## src/rtl/hlt_pkg.sv

```systemverilog
`default_nettype none
// ----------------------------------------------------------------------------
// hlt_pkg: shared types and constants of the heartbeat liveness table
// Table sizing, operation, result and status codes, and the command and
// status bundles between the controller and the datapath.
// ----------------------------------------------------------------------------
package hlt_pkg;

    // table sizing
    localparam int TABLE_DEPTH = 16;
    localparam int IDX_W       = (TABLE_DEPTH > 1) ? $clog2(TABLE_DEPTH) : 1;
    localparam int CNT_W       = $clog2(TABLE_DEPTH + 1);

    // field widths
    localparam int ID_W     = 8;
    localparam int MISS_W   = 8;
    localparam int LIMIT_W  = 8;
    localparam int OP_W     = 2;
    localparam int KIND_W   = 2;
    localparam int STATUS_W = 3;
    localparam int TALLY_W  = 5;
    localparam int ENTRY_W  = ID_W + MISS_W;

    // stream widths
    localparam int S_TDATA_W = 8;
    localparam int M_TDATA_W = 24;
    localparam int M_USED_W  = ID_W + STATUS_W + 1 + TALLY_W + TALLY_W;

    // configuration port
    localparam int CFG_IDX_W = 2;
    localparam logic [CFG_IDX_W-1:0] CFG_REMOVAL_LIMIT = 2'd0;
    localparam logic [CFG_IDX_W-1:0] CFG_WARNING_LIMIT = 2'd1;
    localparam logic [CFG_IDX_W-1:0] CFG_MAX_MODULE_ID = 2'd2;

    localparam logic [LIMIT_W-1:0] RESET_REMOVAL_LIMIT = 8'd3;
    localparam logic [LIMIT_W-1:0] RESET_WARNING_LIMIT = 8'd2;
    localparam logic [ID_W-1:0]    RESET_MAX_MODULE_ID = 8'd16;

    // input operations
    localparam logic [OP_W-1:0] OP_HEARTBEAT = 2'd0;
    localparam logic [OP_W-1:0] OP_TICK      = 2'd1;
    localparam logic [OP_W-1:0] OP_REMOVE    = 2'd2;

    // result kinds
    localparam logic [KIND_W-1:0] KIND_HB      = 2'd0;
    localparam logic [KIND_W-1:0] KIND_EXPIRED = 2'd1;
    localparam logic [KIND_W-1:0] KIND_SUMMARY = 2'd2;
    localparam logic [KIND_W-1:0] KIND_REMOVE  = 2'd3;

    // result status codes
    localparam logic [STATUS_W-1:0] ST_REFRESHED = 3'd0;
    localparam logic [STATUS_W-1:0] ST_ADDED     = 3'd1;
    localparam logic [STATUS_W-1:0] ST_FULL      = 3'd2;
    localparam logic [STATUS_W-1:0] ST_NOT_FOUND = 3'd3;
    localparam logic [STATUS_W-1:0] ST_REMOVED   = 3'd4;

    // table read address select
    localparam logic RD_IDX  = 1'b0;
    localparam logic RD_LAST = 1'b1;

    // table write select
    localparam logic [1:0] WR_APPEND  = 2'd0;
    localparam logic [1:0] WR_REFRESH = 2'd1;
    localparam logic [1:0] WR_MOVE    = 2'd2;
    localparam logic [1:0] WR_KEEP    = 2'd3;

    // result id select
    localparam logic [1:0] RID_ZERO = 2'd0;
    localparam logic [1:0] RID_KEY  = 2'd1;
    localparam logic [1:0] RID_RD   = 2'd2;

    // controller to datapath
    typedef struct packed {
        logic                in_load;
        logic                idx_clr;
        logic                idx_inc;
        logic                warn_clr;
        logic                warn_inc;
        logic                rd_en;
        logic                rd_sel;
        logic                wr_en;
        logic [1:0]          wr_sel;
        logic                total_inc;
        logic                total_dec;
        logic                res_set;
        logic [KIND_W-1:0]   res_kind;
        logic [STATUS_W-1:0] res_status;
        logic [1:0]          res_id_sel;
        logic                res_last;
        logic                out_load;
    } hlt_cmd_t;

    // datapath to controller
    typedef struct packed {
        logic [OP_W-1:0] op;
        logic            idx_end;
        logic            full;
        logic            match;
        logic            expire;
        logic            warn_hit;
        logic            out_free;
    } hlt_stat_t;

endpackage
`default_nettype wire

```

## src/rtl/hlt_ram.sv

```systemverilog
`default_nettype none
// ----------------------------------------------------------------------------
// hlt_ram: generic single-clock ram
// One write port and one read port, read data registered.
// ----------------------------------------------------------------------------
module hlt_ram #(
    parameter int WIDTH = 16,
    parameter int DEPTH = 16,
    localparam int AW   = (DEPTH > 1) ? $clog2(DEPTH) : 1
) (
    input  wire logic             aclk,
    input  wire logic             we,
    input  wire logic [AW-1:0]    waddr,
    input  wire logic [WIDTH-1:0] wdata,
    input  wire logic             re,
    input  wire logic [AW-1:0]    raddr,
    output logic      [WIDTH-1:0] rdata
);

    logic [WIDTH-1:0] mem_reg [DEPTH];
    logic [WIDTH-1:0] rdata_reg;

    // write port
    always_ff @(posedge aclk) begin
        if (we) begin
            mem_reg[waddr] <= wdata;
        end
    end

    // registered read port
    always_ff @(posedge aclk) begin
        if (re) begin
            rdata_reg <= mem_reg[raddr];
        end
    end

    assign rdata = rdata_reg;

endmodule
`default_nettype wire

```

## src/rtl/hlt_ctrl.sv

```systemverilog
`default_nettype none
// ----------------------------------------------------------------------------
// hlt_ctrl: sequencer of the heartbeat liveness table
// Walks the table one entry at a time for search and tick, and hands
// each result to the output register.
// ----------------------------------------------------------------------------
module hlt_ctrl (
    input  wire logic               aclk,
    input  wire logic               aresetn,
    input  wire logic               s_tvalid,
    output logic                    s_tready,
    input  wire hlt_pkg::hlt_stat_t st,
    output hlt_pkg::hlt_cmd_t       cmd
);
    import hlt_pkg::*;

    localparam int SW = 4;
    localparam logic [SW-1:0] S_IDLE     = 4'd0;
    localparam logic [SW-1:0] S_START    = 4'd1;
    localparam logic [SW-1:0] S_SRD      = 4'd2;
    localparam logic [SW-1:0] S_SCMP     = 4'd3;
    localparam logic [SW-1:0] S_RLAST    = 4'd4;
    localparam logic [SW-1:0] S_RMOVE    = 4'd5;
    localparam logic [SW-1:0] S_TRD      = 4'd6;
    localparam logic [SW-1:0] S_TUPD     = 4'd7;
    localparam logic [SW-1:0] S_TMOVE_RD = 4'd8;
    localparam logic [SW-1:0] S_TMOVE_WR = 4'd9;
    localparam logic [SW-1:0] S_EMIT     = 4'd10;

    logic [SW-1:0] state_reg, state_next;
    logic [SW-1:0] ret_reg, ret_next;

    // next state and commands
    always_comb begin
        state_next = state_reg;
        ret_next   = ret_reg;
        cmd        = '0;
        unique case (state_reg)
            S_IDLE: begin
                if (s_tvalid) begin
                    cmd.in_load = 1'b1;
                    state_next  = S_START;
                end
            end
            S_START: begin
                cmd.idx_clr  = 1'b1;
                cmd.warn_clr = 1'b1;
                priority if (st.op == OP_HEARTBEAT || st.op == OP_REMOVE) begin
                    state_next = S_SRD;
                end else if (st.op == OP_TICK) begin
                    state_next = S_TRD;
                end else begin
                    state_next = S_IDLE;
                end
            end
            // search: issue the read of the current slot or conclude absent
            S_SRD: begin
                if (st.idx_end) begin
                    cmd.res_set    = 1'b1;
                    cmd.res_id_sel = RID_KEY;
                    cmd.res_last   = 1'b1;
                    state_next     = S_EMIT;
                    ret_next       = S_IDLE;
                    priority if (st.op == OP_REMOVE) begin
                        cmd.res_kind   = KIND_REMOVE;
                        cmd.res_status = ST_NOT_FOUND;
                    end else if (st.full) begin
                        cmd.res_kind   = KIND_HB;
                        cmd.res_status = ST_FULL;
                    end else begin
                        cmd.wr_en      = 1'b1;
                        cmd.wr_sel     = WR_APPEND;
                        cmd.total_inc  = 1'b1;
                        cmd.res_kind   = KIND_HB;
                        cmd.res_status = ST_ADDED;
                    end
                end else begin
                    cmd.rd_en  = 1'b1;
                    cmd.rd_sel = RD_IDX;
                    state_next = S_SCMP;
                end
            end
            // search: compare the slot read back
            S_SCMP: begin
                priority if (!st.match) begin
                    cmd.idx_inc = 1'b1;
                    state_next  = S_SRD;
                end else if (st.op == OP_REMOVE) begin
                    cmd.total_dec = 1'b1;
                    state_next    = S_RLAST;
                end else begin
                    cmd.wr_en      = 1'b1;
                    cmd.wr_sel     = WR_REFRESH;
                    cmd.res_set    = 1'b1;
                    cmd.res_kind   = KIND_HB;
                    cmd.res_status = ST_REFRESHED;
                    cmd.res_id_sel = RID_KEY;
                    cmd.res_last   = 1'b1;
                    state_next     = S_EMIT;
                    ret_next       = S_IDLE;
                end
            end
            // remove: fetch the last entry, then move it into the hole
            S_RLAST: begin
                cmd.rd_en  = 1'b1;
                cmd.rd_sel = RD_LAST;
                state_next = S_RMOVE;
            end
            S_RMOVE: begin
                cmd.wr_en      = 1'b1;
                cmd.wr_sel     = WR_MOVE;
                cmd.res_set    = 1'b1;
                cmd.res_kind   = KIND_REMOVE;
                cmd.res_status = ST_REMOVED;
                cmd.res_id_sel = RID_KEY;
                cmd.res_last   = 1'b1;
                state_next     = S_EMIT;
                ret_next       = S_IDLE;
            end
            // tick: read the next entry or give the summary
            S_TRD: begin
                if (st.idx_end) begin
                    cmd.res_set    = 1'b1;
                    cmd.res_kind   = KIND_SUMMARY;
                    cmd.res_status = ST_REFRESHED;
                    cmd.res_id_sel = RID_ZERO;
                    cmd.res_last   = 1'b1;
                    state_next     = S_EMIT;
                    ret_next       = S_IDLE;
                end else begin
                    cmd.rd_en  = 1'b1;
                    cmd.rd_sel = RD_IDX;
                    state_next = S_TUPD;
                end
            end
            // tick: age the entry, keep it or expire it
            S_TUPD: begin
                if (st.expire) begin
                    cmd.total_dec  = 1'b1;
                    cmd.res_set    = 1'b1;
                    cmd.res_kind   = KIND_EXPIRED;
                    cmd.res_status = ST_REMOVED;
                    cmd.res_id_sel = RID_RD;
                    state_next     = S_EMIT;
                    ret_next       = S_TMOVE_RD;
                end else begin
                    cmd.wr_en    = 1'b1;
                    cmd.wr_sel   = WR_KEEP;
                    cmd.warn_inc = st.warn_hit;
                    cmd.idx_inc  = 1'b1;
                    state_next   = S_TRD;
                end
            end
            // tick: refill the freed slot from the end, not yet visited
            S_TMOVE_RD: begin
                cmd.rd_en  = 1'b1;
                cmd.rd_sel = RD_LAST;
                state_next = S_TMOVE_WR;
            end
            S_TMOVE_WR: begin
                cmd.wr_en  = 1'b1;
                cmd.wr_sel = WR_MOVE;
                state_next = S_TRD;
            end
            S_EMIT: begin
                if (st.out_free) begin
                    cmd.out_load = 1'b1;
                    state_next   = ret_reg;
                end
            end
            default: begin
                state_next = S_IDLE;
            end
        endcase
    end

    // state registers
    always_ff @(posedge aclk) begin
        if (!aresetn) begin
            state_reg <= S_IDLE;
            ret_reg   <= S_IDLE;
        end else begin
            state_reg <= state_next;
            ret_reg   <= ret_next;
        end
    end

    assign s_tready = (state_reg == S_IDLE);

    // assertions
    a_load_only_idle: assert property (@(posedge aclk) disable iff (!aresetn)
        cmd.in_load |=> (state_reg == S_START))
        else $error("item taken outside idle");

    a_emit_returns: assert property (@(posedge aclk) disable iff (!aresetn)
        (state_reg == S_EMIT) && st.out_free |=> (state_reg == $past(ret_reg)))
        else $error("emit did not return to saved state");

    a_no_write_on_emit: assert property (@(posedge aclk) disable iff (!aresetn)
        (state_reg == S_EMIT) |-> !cmd.wr_en && !cmd.rd_en)
        else $error("table access while emitting");

endmodule
`default_nettype wire

```

## src/rtl/hlt_datapath.sv

```systemverilog
`default_nettype none
// ----------------------------------------------------------------------------
// hlt_datapath: table, counters and result register
// Holds the entry table ram, entry count, walk index, warning tally,
// configuration registers and the output beat register.
// ----------------------------------------------------------------------------
module hlt_datapath (
    input  wire logic                                 aclk,
    input  wire logic                                 aresetn,
    input  wire hlt_pkg::hlt_cmd_t                    cmd,
    output hlt_pkg::hlt_stat_t                        st,
    input  wire logic [hlt_pkg::S_TDATA_W-1:0]        s_tdata,
    input  wire logic [hlt_pkg::OP_W-1:0]             s_tuser,
    output logic                                      m_tvalid,
    input  wire logic                                 m_tready,
    output logic      [hlt_pkg::M_TDATA_W-1:0]        m_tdata,
    output logic      [hlt_pkg::KIND_W-1:0]           m_tuser,
    output logic                                      m_tlast,
    input  wire logic                                 cfg_we,
    input  wire logic [hlt_pkg::CFG_IDX_W-1:0]        cfg_index,
    input  wire logic [hlt_pkg::LIMIT_W-1:0]          cfg_wdata
);
    import hlt_pkg::*;

    logic [OP_W-1:0]     op_reg;
    logic [ID_W-1:0]     key_reg;
    logic [CNT_W-1:0]    idx_reg;
    logic [CNT_W-1:0]    total_reg;
    logic [CNT_W-1:0]    warn_reg;
    logic [LIMIT_W-1:0]  removal_limit_reg;
    logic [LIMIT_W-1:0]  warning_limit_reg;
    logic [ID_W-1:0]     max_id_reg;

    logic [KIND_W-1:0]   res_kind_reg;
    logic [STATUS_W-1:0] res_status_reg;
    logic [ID_W-1:0]     res_id_reg;
    logic                res_reply_reg;
    logic                res_last_reg;
    logic [ID_W-1:0]     res_id_next;

    logic                m_tvalid_reg;
    logic [M_TDATA_W-1:0] m_tdata_reg;
    logic [KIND_W-1:0]   m_tuser_reg;
    logic                m_tlast_reg;

    logic [ENTRY_W-1:0]  rd_entry;
    logic [ID_W-1:0]     rd_id;
    logic [MISS_W-1:0]   rd_miss;
    logic [MISS_W-1:0]   aged_miss;
    logic [IDX_W-1:0]    ram_raddr;
    logic [IDX_W-1:0]    ram_waddr;
    logic [ENTRY_W-1:0]  ram_wdata;
    logic [TALLY_W-1:0]  warn_field;

    // entry table: count in the upper byte, id in the lower
    hlt_ram #(
        .WIDTH (ENTRY_W),
        .DEPTH (TABLE_DEPTH)
    ) u_table (
        .aclk  (aclk),
        .we    (cmd.wr_en),
        .waddr (ram_waddr),
        .wdata (ram_wdata),
        .re    (cmd.rd_en),
        .raddr (ram_raddr),
        .rdata (rd_entry)
    );

    assign rd_id     = rd_entry[ID_W-1:0];
    assign rd_miss   = rd_entry[ENTRY_W-1:ID_W];
    assign aged_miss = (rd_miss == {MISS_W{1'b1}}) ? rd_miss : rd_miss + MISS_W'(1);

    // table addressing; the last slot is read after the count drops
    assign ram_raddr = (cmd.rd_sel == RD_LAST) ? total_reg[IDX_W-1:0] : idx_reg[IDX_W-1:0];

    always_comb begin
        unique case (cmd.wr_sel)
            WR_APPEND: begin
                ram_waddr = total_reg[IDX_W-1:0];
                ram_wdata = {{MISS_W{1'b0}}, key_reg};
            end
            WR_REFRESH: begin
                ram_waddr = idx_reg[IDX_W-1:0];
                ram_wdata = {{MISS_W{1'b0}}, key_reg};
            end
            WR_MOVE: begin
                ram_waddr = idx_reg[IDX_W-1:0];
                ram_wdata = rd_entry;
            end
            WR_KEEP: begin
                ram_waddr = idx_reg[IDX_W-1:0];
                ram_wdata = {aged_miss, rd_id};
            end
            default: begin
                ram_waddr = idx_reg[IDX_W-1:0];
                ram_wdata = rd_entry;
            end
        endcase
    end

    // status toward the controller
    assign st.op       = op_reg;
    assign st.idx_end  = (idx_reg >= total_reg);
    assign st.full     = (total_reg >= CNT_W'(TABLE_DEPTH));
    assign st.match    = (rd_id == key_reg);
    assign st.expire   = (aged_miss > removal_limit_reg);
    assign st.warn_hit = (aged_miss > warning_limit_reg);
    assign st.out_free = !m_tvalid_reg || m_tready;

    // control counters
    always_ff @(posedge aclk) begin
        if (!aresetn) begin
            idx_reg   <= '0;
            total_reg <= '0;
            warn_reg  <= '0;
        end else begin
            if (cmd.idx_clr) begin
                idx_reg <= '0;
            end else if (cmd.idx_inc) begin
                idx_reg <= idx_reg + CNT_W'(1);
            end
            if (cmd.total_inc) begin
                total_reg <= total_reg + CNT_W'(1);
            end else if (cmd.total_dec) begin
                total_reg <= total_reg - CNT_W'(1);
            end
            if (cmd.warn_clr) begin
                warn_reg <= '0;
            end else if (cmd.warn_inc) begin
                warn_reg <= warn_reg + CNT_W'(1);
            end
        end
    end

    // input beat capture
    always_ff @(posedge aclk) begin
        if (cmd.in_load) begin
            op_reg  <= s_tuser;
            key_reg <= s_tdata[ID_W-1:0];
        end
    end

    // configuration registers
    always_ff @(posedge aclk) begin
        if (!aresetn) begin
            removal_limit_reg <= RESET_REMOVAL_LIMIT;
            warning_limit_reg <= RESET_WARNING_LIMIT;
            max_id_reg        <= RESET_MAX_MODULE_ID;
        end else if (cfg_we) begin
            unique case (cfg_index)
                CFG_REMOVAL_LIMIT: removal_limit_reg <= cfg_wdata;
                CFG_WARNING_LIMIT: warning_limit_reg <= cfg_wdata;
                CFG_MAX_MODULE_ID: max_id_reg        <= cfg_wdata;
                default: ;
            endcase
        end
    end

    // result staging
    always_comb begin
        unique case (cmd.res_id_sel)
            RID_KEY: res_id_next = key_reg;
            RID_RD:  res_id_next = rd_id;
            default: res_id_next = '0;
        endcase
    end

    always_ff @(posedge aclk) begin
        if (cmd.res_set) begin
            res_kind_reg   <= cmd.res_kind;
            res_status_reg <= cmd.res_status;
            res_id_reg     <= res_id_next;
            res_reply_reg  <= (cmd.res_kind == KIND_HB) && (key_reg <= max_id_reg);
            res_last_reg   <= cmd.res_last;
        end
    end

    // output beat register
    assign warn_field = (res_kind_reg == KIND_SUMMARY) ? TALLY_W'(warn_reg) : '0;

    always_ff @(posedge aclk) begin
        if (!aresetn) begin
            m_tvalid_reg <= 1'b0;
        end else if (cmd.out_load) begin
            m_tvalid_reg <= 1'b1;
        end else if (m_tready) begin
            m_tvalid_reg <= 1'b0;
        end
    end

    always_ff @(posedge aclk) begin
        if (cmd.out_load) begin
            m_tdata_reg <= {{(M_TDATA_W - M_USED_W){1'b0}}, warn_field,
                            TALLY_W'(total_reg), res_reply_reg, res_status_reg,
                            res_id_reg};
            m_tuser_reg <= res_kind_reg;
            m_tlast_reg <= res_last_reg;
        end
    end

    assign m_tvalid = m_tvalid_reg;
    assign m_tdata  = m_tdata_reg;
    assign m_tuser  = m_tuser_reg;
    assign m_tlast  = m_tlast_reg;

    // assertions
    a_total_bound: assert property (@(posedge aclk) disable iff (!aresetn)
        total_reg <= CNT_W'(TABLE_DEPTH))
        else $error("entry count beyond table depth");

    a_no_append_full: assert property (@(posedge aclk) disable iff (!aresetn)
        cmd.total_inc |-> !st.full)
        else $error("append into a full table");

    a_no_drop_empty: assert property (@(posedge aclk) disable iff (!aresetn)
        cmd.total_dec |-> (total_reg != '0) && (idx_reg < total_reg))
        else $error("drop outside the occupied slots");

    a_load_when_free: assert property (@(posedge aclk) disable iff (!aresetn)
        cmd.out_load |-> st.out_free)
        else $error("output beat overwritten");

endmodule
`default_nettype wire

```

## src/rtl/heartbeat_liveness_table_unit.sv

```systemverilog
`default_nettype none
// The unit takes one item at a time: a new input beat is accepted only in idle,
// once the previous item is through and any last result of it has been loaded
// into the output register. The entry table ram has a registered read, so each
// entry is read in a read state before it is compared, aged or moved.
// Reset clears the entry count, the handshakes and restores the limits to their
// defaults; table contents are not cleared, no clearing pass is run.
// ----------------------------------------------------------------------------
// heartbeat_liveness_table_unit: liveness table of heartbeat modules
// Refreshes, appends and removes module ids, ages all entries on a tick,
// reports expired ones and gives a warning summary.
// ----------------------------------------------------------------------------
module heartbeat_liveness_table_unit (
    input  wire logic                              aclk,
    input  wire logic                              aresetn,
    // input beats
    input  wire logic                              s_tvalid,
    output logic                                   s_tready,
    input  wire logic [hlt_pkg::S_TDATA_W-1:0]     s_tdata,   // [7:0] module_id
    input  wire logic [hlt_pkg::OP_W-1:0]          s_tuser,   // [1:0] op
    // result beats
    output logic                                   m_tvalid,
    input  wire logic                              m_tready,
    output logic      [hlt_pkg::M_TDATA_W-1:0]     m_tdata,   // [7:0] module_id_res,
                                                              // [10:8] status,
                                                              // [11] reply_allowed,
                                                              // [16:12] active_count,
                                                              // [21:17] warn_count
    output logic      [hlt_pkg::KIND_W-1:0]        m_tuser,   // [1:0] kind
    output logic                                   m_tlast,
    // configuration writes
    input  wire logic                              cfg_we,
    input  wire logic [hlt_pkg::CFG_IDX_W-1:0]     cfg_index,
    input  wire logic [hlt_pkg::LIMIT_W-1:0]       cfg_wdata
);
    import hlt_pkg::*;

    hlt_cmd_t  cmd;
    hlt_stat_t st;

    // sequencer
    hlt_ctrl u_ctrl (
        .aclk     (aclk),
        .aresetn  (aresetn),
        .s_tvalid (s_tvalid),
        .s_tready (s_tready),
        .st       (st),
        .cmd      (cmd)
    );

    // table and result datapath
    hlt_datapath u_datapath (
        .aclk      (aclk),
        .aresetn   (aresetn),
        .cmd       (cmd),
        .st        (st),
        .s_tdata   (s_tdata),
        .s_tuser   (s_tuser),
        .m_tvalid  (m_tvalid),
        .m_tready  (m_tready),
        .m_tdata   (m_tdata),
        .m_tuser   (m_tuser),
        .m_tlast   (m_tlast),
        .cfg_we    (cfg_we),
        .cfg_index (cfg_index),
        .cfg_wdata (cfg_wdata)
    );

endmodule
`default_nettype wire

```

## config.mk

```make
export PLATFORM = sky130hd
export DESIGN_NAME = heartbeat_liveness_table_unit
export DESIGN_NICKNAME = d
export VERILOG_FILES = /design/src/rtl/hlt_pkg.sv /design/src/rtl/hlt_ram.sv /design/src/rtl/hlt_ctrl.sv /design/src/rtl/hlt_datapath.sv /design/src/rtl/heartbeat_liveness_table_unit.sv
export SDC_FILE = /design/constraint.sdc
export NUM_CORES = 1
export LEC_CHECK = 0
export ABC_AREA = 0
export BUFFER_PORTS_ARGS = -buffer_cell sky130_fd_sc_hd__buf_2
export CORE_ASPECT_RATIO = 1.5
export CORE_MARGIN = 2
export CORE_UTILIZATION = 45
export DETAILED_ROUTE_END_ITERATION = 16
export GPL_ROUTABILITY_DRIVEN = 0
export SKIP_CTS_REPAIR_TIMING = 1
export SLEW_MARGIN = 20
export SYNTH_ARGS = -nofsm -noshare
export SYNTH_HDL_FRONTEND = slang
export SYNTH_SLANG_ARGS = --single-unit
```

## constraint.sdc

```tcl
create_clock -name aclk -period 4.59 [get_ports aclk]
set_input_delay 0.2295 -clock aclk [delete_from_list [all_inputs] [get_ports aclk]]
set_output_delay 0.2295 -clock aclk [all_outputs]
set_load 0.005 [all_outputs]
```

==> results.md, run 1 <==
- The run finished, with violations left.
- The checks that failed: hold timing.
- In this run the most critical hold path is launched from cfg_wdata[4].
- Summing over every cut layer, the via total after detailed routing is ~10000.
- For the worst-skew pair, the clock arrives at the later sink with an insertion delay of 520 ps.
- Along the worst path, the maximum fanout reaches 16.
- In this run the biggest area consumer among cell types represents between 60% and 70% of the synthesized area.
- The fraction of power consumed by the clock network is 29.2%.
- The utilization after layout is 52.2%.
- The clock tree from TritonCTS is yes.
- Averaged over all synthesized cells, the footprint is 13.4 µm².
- The detailed-route vias per instance is between 5 and 6.
- In this run the deepest clock path goes through 3 buffers.
- The path class of the tightest hold or removal check is in2reg.
- The end of the worst register-to-register path is u_datapath.u_table.mem_reg[11][3].
- The CTS sink count is ~370.
- The signal on the critical path passes through ha_1 > and4_1 > nand3_1 > mux2_2 > ha_1 > nor2b_1 > o211ai_1 > a21oi_1 > o21a_1 > nand3_1 > a211oi_2 > buf_4.
- The share of the clock period used by the worst path is approximately 90%.
- In this run the static leakage power is ~6.8 nW.
- Summing all flip-flop and latch instances after layout gives roughly 11000 µm².
- Relative to the synthesized area, the layout overhead comes to 14.3%.
- The max-slew violation count is 0.
- The number of top-level pins is 54.
- The highest clock rate is 0.238 GHz.
- In this run the vertical extent of the chip is 235 µm.
- The worst reg2reg path depth is 12.
- The worst slew margin relative to its limit is slightly below 30%.
- In the post-synthesis netlist, the cell with the most instances is sky130_fd_sc_hd__edfxtp_1.
- The switching fraction of total power is 31.4%.
- Among all stages on the critical path, the largest delay is contributed by sky130_fd_sc_hd__o21a_1.
- The layout cell share with drive strength beyond 1 is around 14%.
- Yosys attributes the largest share of cell area to sky130_fd_sc_hd__edfxtp_1 (61%), sky130_fd_sc_hd__mux2i_1 (7.5%), sky130_fd_sc_hd__dfxtp_1 (5.6%).
- In this run, CTS created clock tree buffers numbering 35.
- The aggregate global-route resource usage is between 20% and 30%.
- Internal power comes to between 0.006 and 0.007 W.
- The post-synthesis instance area is about 16000 µm².
- The number of antenna diodes is 0.
- The number of global-route vias before repair was 10100.
- The reg-to-reg startpoint is u_datapath.u_table.rdata[8].
- The setup clock skew after layout is about 17 ps.
- The width of the die is 158 µm.
- In the final layout, the multi-input gates occupy 5090 µm².
- The final HPWL from detailed placement is 27900 µm.
- The biggest area contributor in the post-synthesis netlist is sky130_fd_sc_hd__edfxtp_1.
- The worst hold path passes through 3 cells.
- The share of total power in combinational logic is between 20% and 30%.
- The net count of the finished layout is between 1000 and 1500.
- The floorplan core area is between 30000 and 40000 µm².
- After floorplanning, the core was divided into 84 placement rows.
- IR analysis of the VDD net gives a maximum drop of 0.274 mV.
- STA puts the critical path data required time at slightly below 5000 ps.
- Data arrives at the worst endpoint at around 4400 ps.
- On the final layout, the worst hold slack is -10.6 ps.
- The detail route stage leaves a number of antenna-violating nets equal to 0.
- In the synthesized netlist, the number of instances is approximately 1200.
- The critical path's top delay family is compound AO/OA/AOI/OAI gates.
- The design draws between 0.009 and 0.01 W.
- The worst path in the final design needs a cycle of approximately 4200 ps, including I/O delays and setup.
- In this run the tool buffered the top-level ports with between 50 and 60 buffer cells.
- In the final routed layout, each cell accounts on average for approximately 22 µm.
- The filler cells instantiated in the layout total 2941.
- The number of hold-slack violations in the final timing report is 3.
- The number of remaining DRC errors is 0.
- The first global-routing pass estimated about 60000 µm of wire.
- The clock tree synthesis step divided the H-tree into 2 levels.
- The register clock-pin slew on the reported worst setup and hold paths is 60 ps.
- The worst hold path terminates at u_datapath.warning_limit_reg[4].
- The number of antenna violations at the first check in global routing came to 0.
- In this design, the stage delay of the slowest critical-path cell is approximately 550 ps.
- The iteration count of the initial detailed-routing pass is 7.
- The die covers approximately 37000 µm².
- The number of different library cells used by synthesis comes to slightly below 70.
- The Yosys step of the flow raised 0 warnings.
- Wires add up to a little under 40000 µm.
- The proportion of synthesized chip area in sequential cells is 66.2%.
- Setup repair after global routing left no endpoint under its margin.
- For this configuration, the core starts out at a cell density of around 46%.
- The type of destination of the critical path is a flip-flop.
- The slew at the pin closest to its max-slew limit is approximately 1100 ps.
- The register share of total power is between 40% and 50%.
- The fraction of registers with async set/reset is 0%.
- The setup slack of the most critical reg-to-reg path is just under 400 ps.
- For the final routed database, the setup TNS stands at 0 ps.
- The most frequently used flop master after synthesis is sky130_fd_sc_hd__edfxtp_1.
- The category of the most critical setup path is reg2reg.
- After the first detailed-routing iteration, the DRC count stood at 813.
- The power density normalized to cell area is roughly 520 nW/µm².
- The root cell of the clock tree is sky130_fd_sc_hd__clkbuf_16.
- The combined buffer and inverter count along the critical path is 1.
- The flop and latch count out of synthesis is approximately 370.
- For this run the aggregate overflow at the end of global routing stands at 0.
- The number of enable-type register cells in the synthesized netlist is between 300 and 400.
- The register with the most flip-flops in the layout has 256 of them.
- The kind of start point of the critical path is a flip-flop.
- The switching power summed over all nets is 0.00300 W.
- By count the netlist is led by sky130_fd_sc_hd__edfxtp_1 (322), sky130_fd_sc_hd__nand2_1 (158), sky130_fd_sc_hd__mux2i_1 (119), sky130_fd_sc_hd__nor2_1 (68), sky130_fd_sc_hd__dfxtp_1 (45).
- Setup violations remaining at the end of the flow were counted as 0.
- Entering global routing, the biggest net connects 29 pins.
- Across the run, the number of max-cap violations was 0.
-- layout by cell type (no fill, tap or decap), types with 4 or more instances in the layout --
cell and instances:
sky130_fd_sc_hd__a211oi_2 6, sky130_fd_sc_hd__a21o_1 7, sky130_fd_sc_hd__a21oi_1 32, sky130_fd_sc_hd__a21oi_2 4, sky130_fd_sc_hd__a22o_1 6, sky130_fd_sc_hd__a22oi_1 11, sky130_fd_sc_hd__a32oi_1 40, sky130_fd_sc_hd__and2_1 8
sky130_fd_sc_hd__and4_1 12, sky130_fd_sc_hd__buf_2 51, sky130_fd_sc_hd__buf_4 42, sky130_fd_sc_hd__clkbuf_16 35, sky130_fd_sc_hd__clkinv_1 8, sky130_fd_sc_hd__clkinv_2 6, sky130_fd_sc_hd__dfxtp_1 45, sky130_fd_sc_hd__dlygate4sd3_1 15
sky130_fd_sc_hd__edfxtp_1 322, sky130_fd_sc_hd__ha_1 37, sky130_fd_sc_hd__inv_1 41, sky130_fd_sc_hd__mux2_2 5, sky130_fd_sc_hd__mux2i_1 118, sky130_fd_sc_hd__nand2_1 158, sky130_fd_sc_hd__nand2b_1 13, sky130_fd_sc_hd__nand3_1 20
sky130_fd_sc_hd__nand3b_1 4, sky130_fd_sc_hd__nand4_1 14, sky130_fd_sc_hd__nor2_1 68, sky130_fd_sc_hd__nor2_2 5, sky130_fd_sc_hd__nor2b_1 13, sky130_fd_sc_hd__nor3_1 9, sky130_fd_sc_hd__nor4_1 5, sky130_fd_sc_hd__o211ai_1 9
sky130_fd_sc_hd__o21a_1 6, sky130_fd_sc_hd__o21ai_0 17, sky130_fd_sc_hd__o21ai_1 5, sky130_fd_sc_hd__o22ai_1 25, sky130_fd_sc_hd__or4_1 10, sky130_fd_sc_hd__xnor2_1 5, sky130_fd_sc_hd__xor2_1 9
-- worst max path at each step --
stage,startpoint,to,slack [ps],cells after the start
after detailed placement,u_datapath.u_table.rdata[8],u_datapath.u_table.mem_reg[11][3],430,12
final,u_datapath.u_table.rdata[8],u_datapath.u_table.mem_reg[11][3],390,12
after floorplan,u_datapath.u_table.rdata[8],u_datapath.u_table.mem_reg[2][0],100,11
after global placement,u_datapath.u_table.rdata[8],u_datapath.u_table.mem_reg[11][4],520,12
after global routing,u_datapath.u_table.rdata[8],u_datapath.u_table.mem_reg[11][5],140,12
after CTS,u_datapath.u_table.rdata[8],u_datapath.u_table.mem_reg[11][3],420,12
-- logic make-up (layout without fill, tap and decap cells) --
family                   Yosys count  in the layout  synth area share [%]
AO/OA/AOI/OAI                    200            200                  8.80
AND/OR/NAND/NOR                  355            355                  10.6
adder cells (fa/ha/maj)           38             38                  3.02
flip-flops                       367            367                  66.2
other                              1              2                0.0235
XOR/XNOR                          15             15                 0.869
multiplexers                     126            126                  7.99
buffers and inverters             91            213                  2.58
-- metal layers --
metal	global-route usage (%)	part of all wire, %
met4	9.50	4.7
met1	25.4	39
met2	38.3	52
met5	0	0
met3	3.10	4.5
-- power by group through the flow --
| stage | sequential, W | clock, W | combinational, W |
|---|---|---|---|
| CTS | 0.00443 | 0.00286 | 0.00233 |
| floorplan | 0.00437 | 0 | 0.00157 |
| global placement | 0.00450 | 0 | 0.00227 |
| global route | 0.00446 | 0.00297 | 0.00257 |
| finish | 0.00444 | 0.00279 | 0.00234 |
| detailed placement | 0.00450 | 0 | 0.00231 |
-- per-stage QoR --
stage | instances | hold slack (ps) | setup slack, ps | instance area [µm²]
floorplan | 1194 | 328 | 97.4 | 16000
global placement | 1713 | 401 | 525 | 17000
detailed placement | 1713 | 405 | 430 | 17000
CTS | 1774 | -137 | 416 | 18100
global route | 1789 | 5.10 | 138 | 18300
finish | 1789 | -10.6 | 390 | 18300
-- worst min-delay path: stages --
cell and delay, ps:
sky130_fd_sc_hd__buf_2 110, sky130_fd_sc_hd__mux2i_1 60, sky130_fd_sc_hd__nor2_1 70
-- final cells by class --
| cell class | instances | area share (%) |
|---|---|---|
| clock buffers | 40 | 5.01 |
| clock inverters | 21 | 1.00 |
| inverters | 42 | 0.863 |
| multi-input cells | 736 | 27.9 |
| flip-flops and latches | 367 | 57.9 |
| well taps | 473 | 3.24 |
| repair buffers | 110 | 4.16 |
Note: power is estimated with default switching activity, not from simulation.
==> inputs of run 2 (changes only) <==
--- a/config.mk
+++ b/config.mk
@@ -10,6 +10,7 @@
 export CORE_ASPECT_RATIO = 1.5
 export CORE_MARGIN = 2
 export CORE_UTILIZATION = 45
+export CTS_BUF_LIST = sky130_fd_sc_hd__clkbuf_16
 export DETAILED_ROUTE_END_ITERATION = 16
 export GPL_ROUTABILITY_DRIVEN = 0
 export SKIP_CTS_REPAIR_TIMING = 1
==> constraint.sdc (replaced) <==
create_clock -name aclk -period 5.2 [get_ports aclk]
set_input_delay 0.26 -clock aclk [delete_from_list [all_inputs] [get_ports aclk]]
set_output_delay 0.26 -clock aclk [all_outputs]
set_load 0.005 [all_outputs]
==> run 2 against run 1 <==
The run still ends with hold timing left. Sequential share of layout area increased by 0.44 points. Clock power decreased by 9.3%. Final area decreased by 0.75%. Non-clock buffer count decreased by 21. Final cell count decreased by 1.1%. Setup slack improved by 40 ps. Die area unchanged. Critical path depth unchanged.
==> results.md, run 2 (synthesis gave the netlist of run 1 again) <==
- The detailed-route vias per instance came to 5.65 (was 5.70).
- The slack of the critical path is 429 ps (was 390 ps).
- The floorplan core area is 35000 µm² (unchanged).
- The iteration count of the initial detailed-routing pass is 5 (was 7).
- The category of the most critical setup path is reg2reg (unchanged).
- The end of the worst register-to-register path is u_datapath.u_table.mem_reg[11][11] (was u_datapath.u_table.mem_reg[11][3]).
- The worst slew margin relative to its limit is 26.7% (was 29.6%).
- The largest net degree at the start of global routing is 61 (was 29).
- The mean routed wirelength per cell is 21.7 µm (was 22.2 µm).
- The required arrival time at the worst endpoint is 5430 ps (was 4810 ps).
- The worst hold slack is -8.38 ps (was -10.6 ps).
- The number of hold-slack violations in the final timing report came to 2 (was 3).
- The layout cell share with drive strength beyond 1 was 13.0% (was 14.1%).
- The setup slack of the most critical reg-to-reg path is 430 ps (was 390 ps).
- The minimum period implied by the final worst setup slack is 4770 ps (was 4200 ps).
- The total number of placement rows came to 84 (unchanged).
- The internal power consumption is 0.00582 W (was 0.00657 W).
- The worst reg2reg path depth is 12 (unchanged).
- The switching power summed over all nets came to 0.00260 W (was 0.00300 W).
- The share of total power in combinational logic is 23.2% (was 24.5%).
- The H-tree depth is 2 (unchanged).
- The detailed-route via count is 9995 (was 10200).
- The power density normalized to cell area is 464 nW/µm² (was 524 nW/µm²).
- The number of violations reported at the end of detailed-routing iteration 0 is 865 (was 813).
- The static leakage is 6.72 nW (was 6.78 nW).
- The number of nets still failing antenna checks after routing is 0 (unchanged).
- The type of destination of the critical path is a flip-flop (unchanged).
- The flip-flop count of the largest register, all copies and words added is 256 (unchanged).
- The capture endpoint of the worst hold path is u_datapath.removal_limit_reg[0] (was u_datapath.warning_limit_reg[4]).
- The number of setup violations in the final report is 0 (unchanged).
- The reg-to-reg startpoint is u_datapath.u_table.rdata[8] (unchanged).
- The maximum clock path buffer count is 3 (unchanged).
- The CTS sink count is 367 (unchanged).
- The number of top-level pins is 54 (unchanged).
- The launching instance or port of the critical path is u_datapath.u_table.rdata[8] (unchanged).
- The starting density of the core was 45.6% (unchanged).
- The register share of total power is 46.7% (was 46.4%).
- The combined buffer and inverter count along the critical path is 1 (unchanged).
- Commonest cells after routing, fill and taps aside: sky130_fd_sc_hd__edfxtp_1 (322), sky130_fd_sc_hd__nand2_1 (158), sky130_fd_sc_hd__mux2i_1 (118) (unchanged).
- The count of placed standard cells in the final layout, fillers left out is 1770 (was 1789).
- The highest cell delay on the worst timing path came to 680 ps (was 550 ps).
- The final HPWL from detailed placement is 26700 µm (was 27900 µm).
- The width of the die was 158 µm (unchanged).
- The worst voltage drop across the vdd grid is 0.217 mV (was 0.274 mV).
- The clock latency at the later pin of the worst-skew pair is 530 ps (was 520 ps).
- The total overflow reported by the global router is 0 (unchanged).
- The overall power of the completed layout came to 0.00842 W (was 0.00957 W).
- The number of port buffers is 51 (unchanged).
- The register clock-pin slew on the reported worst setup and hold paths was 60 ps (about the same).
- The number of antenna diodes is 0 (unchanged).
- The aggregate global-route resource usage is 20.8% (was 21.5%).
- The placed cell count is 1696 (was 1713).
- The highest clock rate is 0.210 GHz (was 0.238 GHz).
- The clock tree from TritonCTS is yes (unchanged).
- Failing checks: hold timing (unchanged).
- The die outline area is 37100 µm² (unchanged).
- The count of cells along the worst hold path is 3 (unchanged).
- The setup clock skew after layout is 14.2 ps (was 16.9 ps).
- The number of buffers created by CTS came to 35 (unchanged).
- The type of the tightest min-delay check was in2reg (unchanged).
- The floorplan die height is 235 µm (unchanged).
- The critical-path maximum fanout is 10 (was 16).
- The share of the clock period used by the worst path is 91.7% (was 91.5%).
- Crit path cell chain: ha_1 > and4_1 > nand3_1 > mux2_2 > ha_1 > nor2b_1 > o211ai_1 > a21oi_1 > o21ai_1 > a21oi_1 > a211oi_2 > buf_4 (was ha_1 > and4_1 > nand3_1 > mux2_2 > ha_1 > nor2b_1 > o211ai_1 > a21oi_1 > o21a_1 > nand3_1 > a211oi_2 > buf_4).
- Status: finished, violations left (unchanged).
- The number of max-cap violations is 0 (unchanged).
- The switching fraction of total power is 30.9% (was 31.4%).
- The utilization after layout came to 51.8% (was 52.2%).
- The number of global-route vias before repair is 9877 (was 10100).
- The critical path arrival came to 5000 ps (was 4420 ps).
- The slew at the pin closest to its max-slew limit is 1100 ps (was 1060 ps).
- The root cell of the clock tree is sky130_fd_sc_hd__clkbuf_16 (unchanged).
- The critical path's top delay family is compound AO/OA/AOI/OAI gates (unchanged).
- The accumulated negative setup slack is 0 ps (unchanged).
- Unrepaired setup endpoints after global routing: no (unchanged).
- The global-route wire length before repair is 58200 µm (was 59700 µm).
- The number of nets in the layout was 1334 (was 1355).
- The post-placement worst setup slack is 469 ps (was 430 ps).
- The number of remaining DRC errors was 0 (unchanged).
- The most common library cell in the layout ignoring fill and taps is sky130_fd_sc_hd__edfxtp_1 (unchanged).
- The total wirelength of the detailed-routed design is 38400 µm (was 39800 µm).
- The max-slew violation count is 0 (unchanged).
- The worst min-delay path startpoint is cfg_wdata[0] (was cfg_wdata[4]).
- The number of antenna violations at the first check in global routing is 0 (unchanged).
- The critical-path cell with the highest stage delay is sky130_fd_sc_hd__a211oi_2 (was sky130_fd_sc_hd__o21a_1).
- The fraction of power consumed by the clock network is 30.1% (was 29.2%).
- The number of fill cells in the layout was 2959 (was 2941).
- The signed area change from the synthesized netlist to the final layout came to 13.5% (was 14.3%).
- The kind of start point of the critical path is a flip-flop (unchanged).
## run 2: cell count changes in the layout (fill, tap and decap cells not counted), sizes merged
cell | before | now
buf | 95 | 78
inv | 42 | 48
clkbuf | 40 | 36
dlygate4sd3 | 15 | 11
clkinvlp | 4 | 1
clkinv | 14 | 16
bufinv | 3 | 4
## run 2: tightest hold or removal path: cells and delay by family
kind | cells | cell delay [ps]
buffers and inverters | 1 | 100
and+or+nand+nor | 1 | 60
muxes | 1 | 60
## run 2: area by class of cell
class / count / area [µm²] / area share (%)
Sequential cell: 367 / 10600 / 58.3
Clock inverter: 27 / 240 / 1.33
Clock buffer: 36 / 901 / 4.97
Multi-Input combinational cell: 736 / 5090 / 28.1
Tap cell: 473 / 592 / 3.26
Timing Repair Buffer: 89 / 581 / 3.20
Inverter: 42 / 158 / 0.870
## run 2: routing by layer
metal,track usage (%),wire (µm),part of all wire (%),up-vias
li1,-,-,-,4694
met1,24.5,14700,38,4921
met2,37.8,20400,53,298
met3,3.04,1810,4.7,82
met4,7.99,1400,3.7,0
met5,0,0,0,-
## run 2: worst max-delay path by stage
stage,depth (start not counted),slack [ps],endpoint
2_1_floorplan,11,710,u_datapath.u_table.mem_reg[15][0]
3_3_place_gp,11,590,u_datapath.u_table.mem_reg[14][2]
3_5_place_dp,12,470,u_datapath.u_table.mem_reg[11][14]
4_1_cts,11,450,u_datapath.u_table.mem_reg[14][13]
5_1_grt,13,40,u_datapath.u_table.mem_reg[11][11]
6_report,12,430,u_datapath.u_table.mem_reg[11][11]
## run 2: through the flow
step	cell area [µm²]	hold slack (ps)
2_1_floorplan	16000	359
3_3_place_gp	16900	400
3_5_place_dp	16900	405
4_1_cts	18000	-107
5_1_grt	18100	1.22
6_report	18100	-8.38
## run 2: power groups by stage
stage               registers, W  clock network (W)  logic, W
floorplan                0.00386                  0   0.00138
global placement         0.00398                  0   0.00191
detailed placement       0.00399                  0   0.00194
CTS                      0.00393            0.00258   0.00196
global route             0.00396            0.00268   0.00218
finish                   0.00393            0.00253   0.00196
==> inputs of run 3 (changes only) <==
--- a/config.mk
+++ b/config.mk
@@ -13,6 +13,7 @@
 export CTS_BUF_LIST = sky130_fd_sc_hd__clkbuf_16
 export DETAILED_ROUTE_END_ITERATION = 16
 export GPL_ROUTABILITY_DRIVEN = 0
+export HOLD_SLACK_MARGIN = 0.06
 export SKIP_CTS_REPAIR_TIMING = 1
 export SLEW_MARGIN = 20
 export SYNTH_ARGS = -nofsm -noshare
==> constraint.sdc (replaced) <==
create_clock -name aclk -period 4.9 [get_ports aclk]
set_input_delay 0.245 -clock aclk [delete_from_list [all_inputs] [get_ports aclk]]
set_output_delay 0.245 -clock aclk [all_outputs]
set_load 0.005 [all_outputs]
==> run 3 against run 2 <==
The flow now finishes without violations. Register-to-register slack improved by 150 ps. First-iteration DRC count decreased by 19%. Clock skew increased by 13 ps. Setup slack improved by 150 ps. Largest power group unchanged.
==> results.md, run 3 (synthesis gave the netlist of run 1 again) <==
- The detailed-route vias per instance is 5.69 (was 5.65).
- The most common library cell in the layout ignoring fill and taps is sky130_fd_sc_hd__edfxtp_1 (unchanged).
- The maximum clock path buffer count is 3 (unchanged).
- The number of port buffers is 51 (unchanged).
- The slew at the pin closest to its max-slew limit is 1020 ps (was 1100 ps).
- The static leakage is 6.78 nW (was 6.72 nW).
- The number of max-cap violations is 0 (unchanged).
- The total overflow reported by the global router is 0 (unchanged).
- The number of antenna violations at the first check in global routing was 0 (unchanged).
- The number of setup violations in the final report is 0 (unchanged).
- The number of hold-slack violations in the final timing report is 0 (was 2).
- The width of the die was 158 µm (unchanged).
- The type of destination of the critical path is a flip-flop (unchanged).
- The share of the clock period used by the worst path was 88.2% (was 91.7%).
- Status: finished, final reports clean (was finished, violations left).
- The number of global-route vias before repair is 10100 (was 9877).
- The end point of the critical path was u_datapath.u_table.mem_reg[11][3] (was u_datapath.u_table.mem_reg[11][11]).
- The number of antenna diodes is 0 (unchanged).
- The power density normalized to cell area is 487 nW/µm² (was 464 nW/µm²).
- The utilization after layout is 52.0% (was 51.8%).
- The floorplan core area is 35000 µm² (unchanged).
- The total wirelength of the detailed-routed design came to 39900 µm (was 38400 µm).
- The worst voltage drop across the vdd grid was 0.185 mV (was 0.217 mV).
- The max-slew violation count was 0 (unchanged).
- The kind of start point of the critical path was a flip-flop (unchanged).
- The launching instance or port of the critical path was u_datapath.u_table.rdata[8] (unchanged).
- The clock latency at the later pin of the worst-skew pair is 540 ps (was 530 ps).
- The overall power of the completed layout is 0.00887 W (was 0.00842 W).
- The final instance area is 18200 µm² (was 18100 µm²).
- The worst reg2reg path depth is 12 (unchanged).
- The detailed-route via count was 10200 (was 9995).
- The layout cell share with drive strength beyond 1 was 13.5% (was 13.0%).
- The accumulated negative setup slack came to 0 ps (unchanged).
- The worst min-delay path startpoint is m_tready (was cfg_wdata[0]).
- The type of the tightest min-delay check is in2reg (unchanged).
- The signed area change from the synthesized netlist to the final layout came to 14.0% (was 13.5%).
- The mean routed wirelength per cell is 22.4 µm (was 21.7 µm).
- The register clock-pin slew on the reported worst setup and hold paths was 60 ps (about the same).
- The minimum period implied by the final worst setup slack is 4320 ps (was 4770 ps).
- The required arrival time at the worst endpoint was 5130 ps (was 5430 ps).
- The iteration count of the initial detailed-routing pass is 7 (was 5).
- The placed standard-cell area is 17000 µm² (was 16900 µm²).
- The root cell of the clock tree is sky130_fd_sc_hd__clkbuf_16 (unchanged).
- The critical-path maximum fanout was 10 (unchanged).
- The end of the worst register-to-register path is u_datapath.u_table.mem_reg[11][3] (was u_datapath.u_table.mem_reg[11][11]).
- The final HPWL from detailed placement is 27600 µm (was 26700 µm).
- The number of nets in the layout is 1354 (was 1334).
- Unrepaired setup endpoints after global routing: no (unchanged).
- The count of placed standard cells in the final layout, fillers left out is 1786 (was 1770).
- The worst slew margin relative to its limit is 31.8% (was 26.7%).
- The CTS sink count is 367 (unchanged).
- The highest clock rate is 0.231 GHz (was 0.210 GHz).
- The number of nets still failing antenna checks after routing was 0 (unchanged).
- The number of buffers created by CTS is 35 (unchanged).
- The reg-to-reg startpoint is u_datapath.u_table.rdata[8] (unchanged).
- The category of the most critical setup path is reg2reg (unchanged).
- The setup clock skew after layout came to 27.6 ps (was 14.2 ps).
- The flip-flop count of the largest register, all copies and words added is 256 (unchanged).
- The critical path arrival is 4550 ps (was 5000 ps).
- The die outline area was 37100 µm² (unchanged).
- The clock tree from TritonCTS is yes (unchanged).
- The number of top-level pins is 54 (unchanged).
- The largest net degree at the start of global routing is 49 (was 61).
- The total number of placement rows is 84 (unchanged).
- The starting density of the core is 45.6% (unchanged).
- The floorplan die height is 235 µm (unchanged).
- The aggregate global-route resource usage came to 21.6% (was 20.8%).
- The global-route wire length before repair is 59800 µm (was 58200 µm).
- The placed cell count is 1709 (was 1696).
- The setup slack of the most critical reg-to-reg path was 580 ps (was 430 ps).
- The number of remaining DRC errors came to 0 (unchanged).
- The H-tree depth was 2 (unchanged).
- The number of violations reported at the end of detailed-routing iteration 0 is 700 (was 865).
- Commonest cells after routing, fill and taps aside: sky130_fd_sc_hd__edfxtp_1 (322), sky130_fd_sc_hd__nand2_1 (158), sky130_fd_sc_hd__mux2i_1 (118) (unchanged).
run 3: critical path: stages (launching register included):
cell	delay [ps]
sky130_fd_sc_hd__edfxtp_1	460
sky130_fd_sc_hd__ha_1	270
sky130_fd_sc_hd__and4_1	200
sky130_fd_sc_hd__nand3_1	220
sky130_fd_sc_hd__mux2_2	410
sky130_fd_sc_hd__ha_1	310
sky130_fd_sc_hd__nor2b_1	130
sky130_fd_sc_hd__o211ai_1	200
sky130_fd_sc_hd__a21oi_1	190
sky130_fd_sc_hd__o21ai_1	560
sky130_fd_sc_hd__a21oi_1	460
sky130_fd_sc_hd__a211oi_2	350
sky130_fd_sc_hd__buf_4	250
run 3: cell type report:
| type | count | area (µm²) |
|---|---|---|
| flip-flops and latches | 367 | 10600 |
| clock buffers | 35 | 876 |
| repair buffers | 109 | 748 |
| well taps | 473 | 592 |
| inverters | 42 | 158 |
| multi-input cells | 736 | 5090 |
| fillers | 2953 | 16800 |
| clock inverters | 24 | 168 |
run 3: worst min-delay path by stage:
stage	end	cells after the start	slack (ps)
final	u_datapath.m_tvalid	4	70
after global routing	u_datapath.warning_limit_reg[1]	2	80
after CTS	u_datapath.key_reg[6]	1	-140
after detailed placement	u_datapath.m_tdata[6]	0	400
after global placement	u_datapath.m_tdata[4]	0	400
after floorplan	u_datapath.key_reg[0]	0	340
run 3: per-layer routing:
layer  track usage, %  share of wire [%]  up-vias
met5                0                  0        -
met4             9.72                4.7        0
met3             3.32                4.9      117
met2             38.5                 52      318
met1             25.3                 39     4989
li1                 -                  -     4733
run 3: through the flow:
stage                     hold slack, ps  setup WS, ps
final                               75.0           577
after global routing                82.0           445
after CTS                           -137           688
after detailed placement             405           676
after global placement               402           805
after floorplan                      344           407
run 3: where the power goes:
group	internal, W	switching [W]
logic	0.000742	0.00143
clock network	0.00141	0.00112
registers	0.00391	0.000266
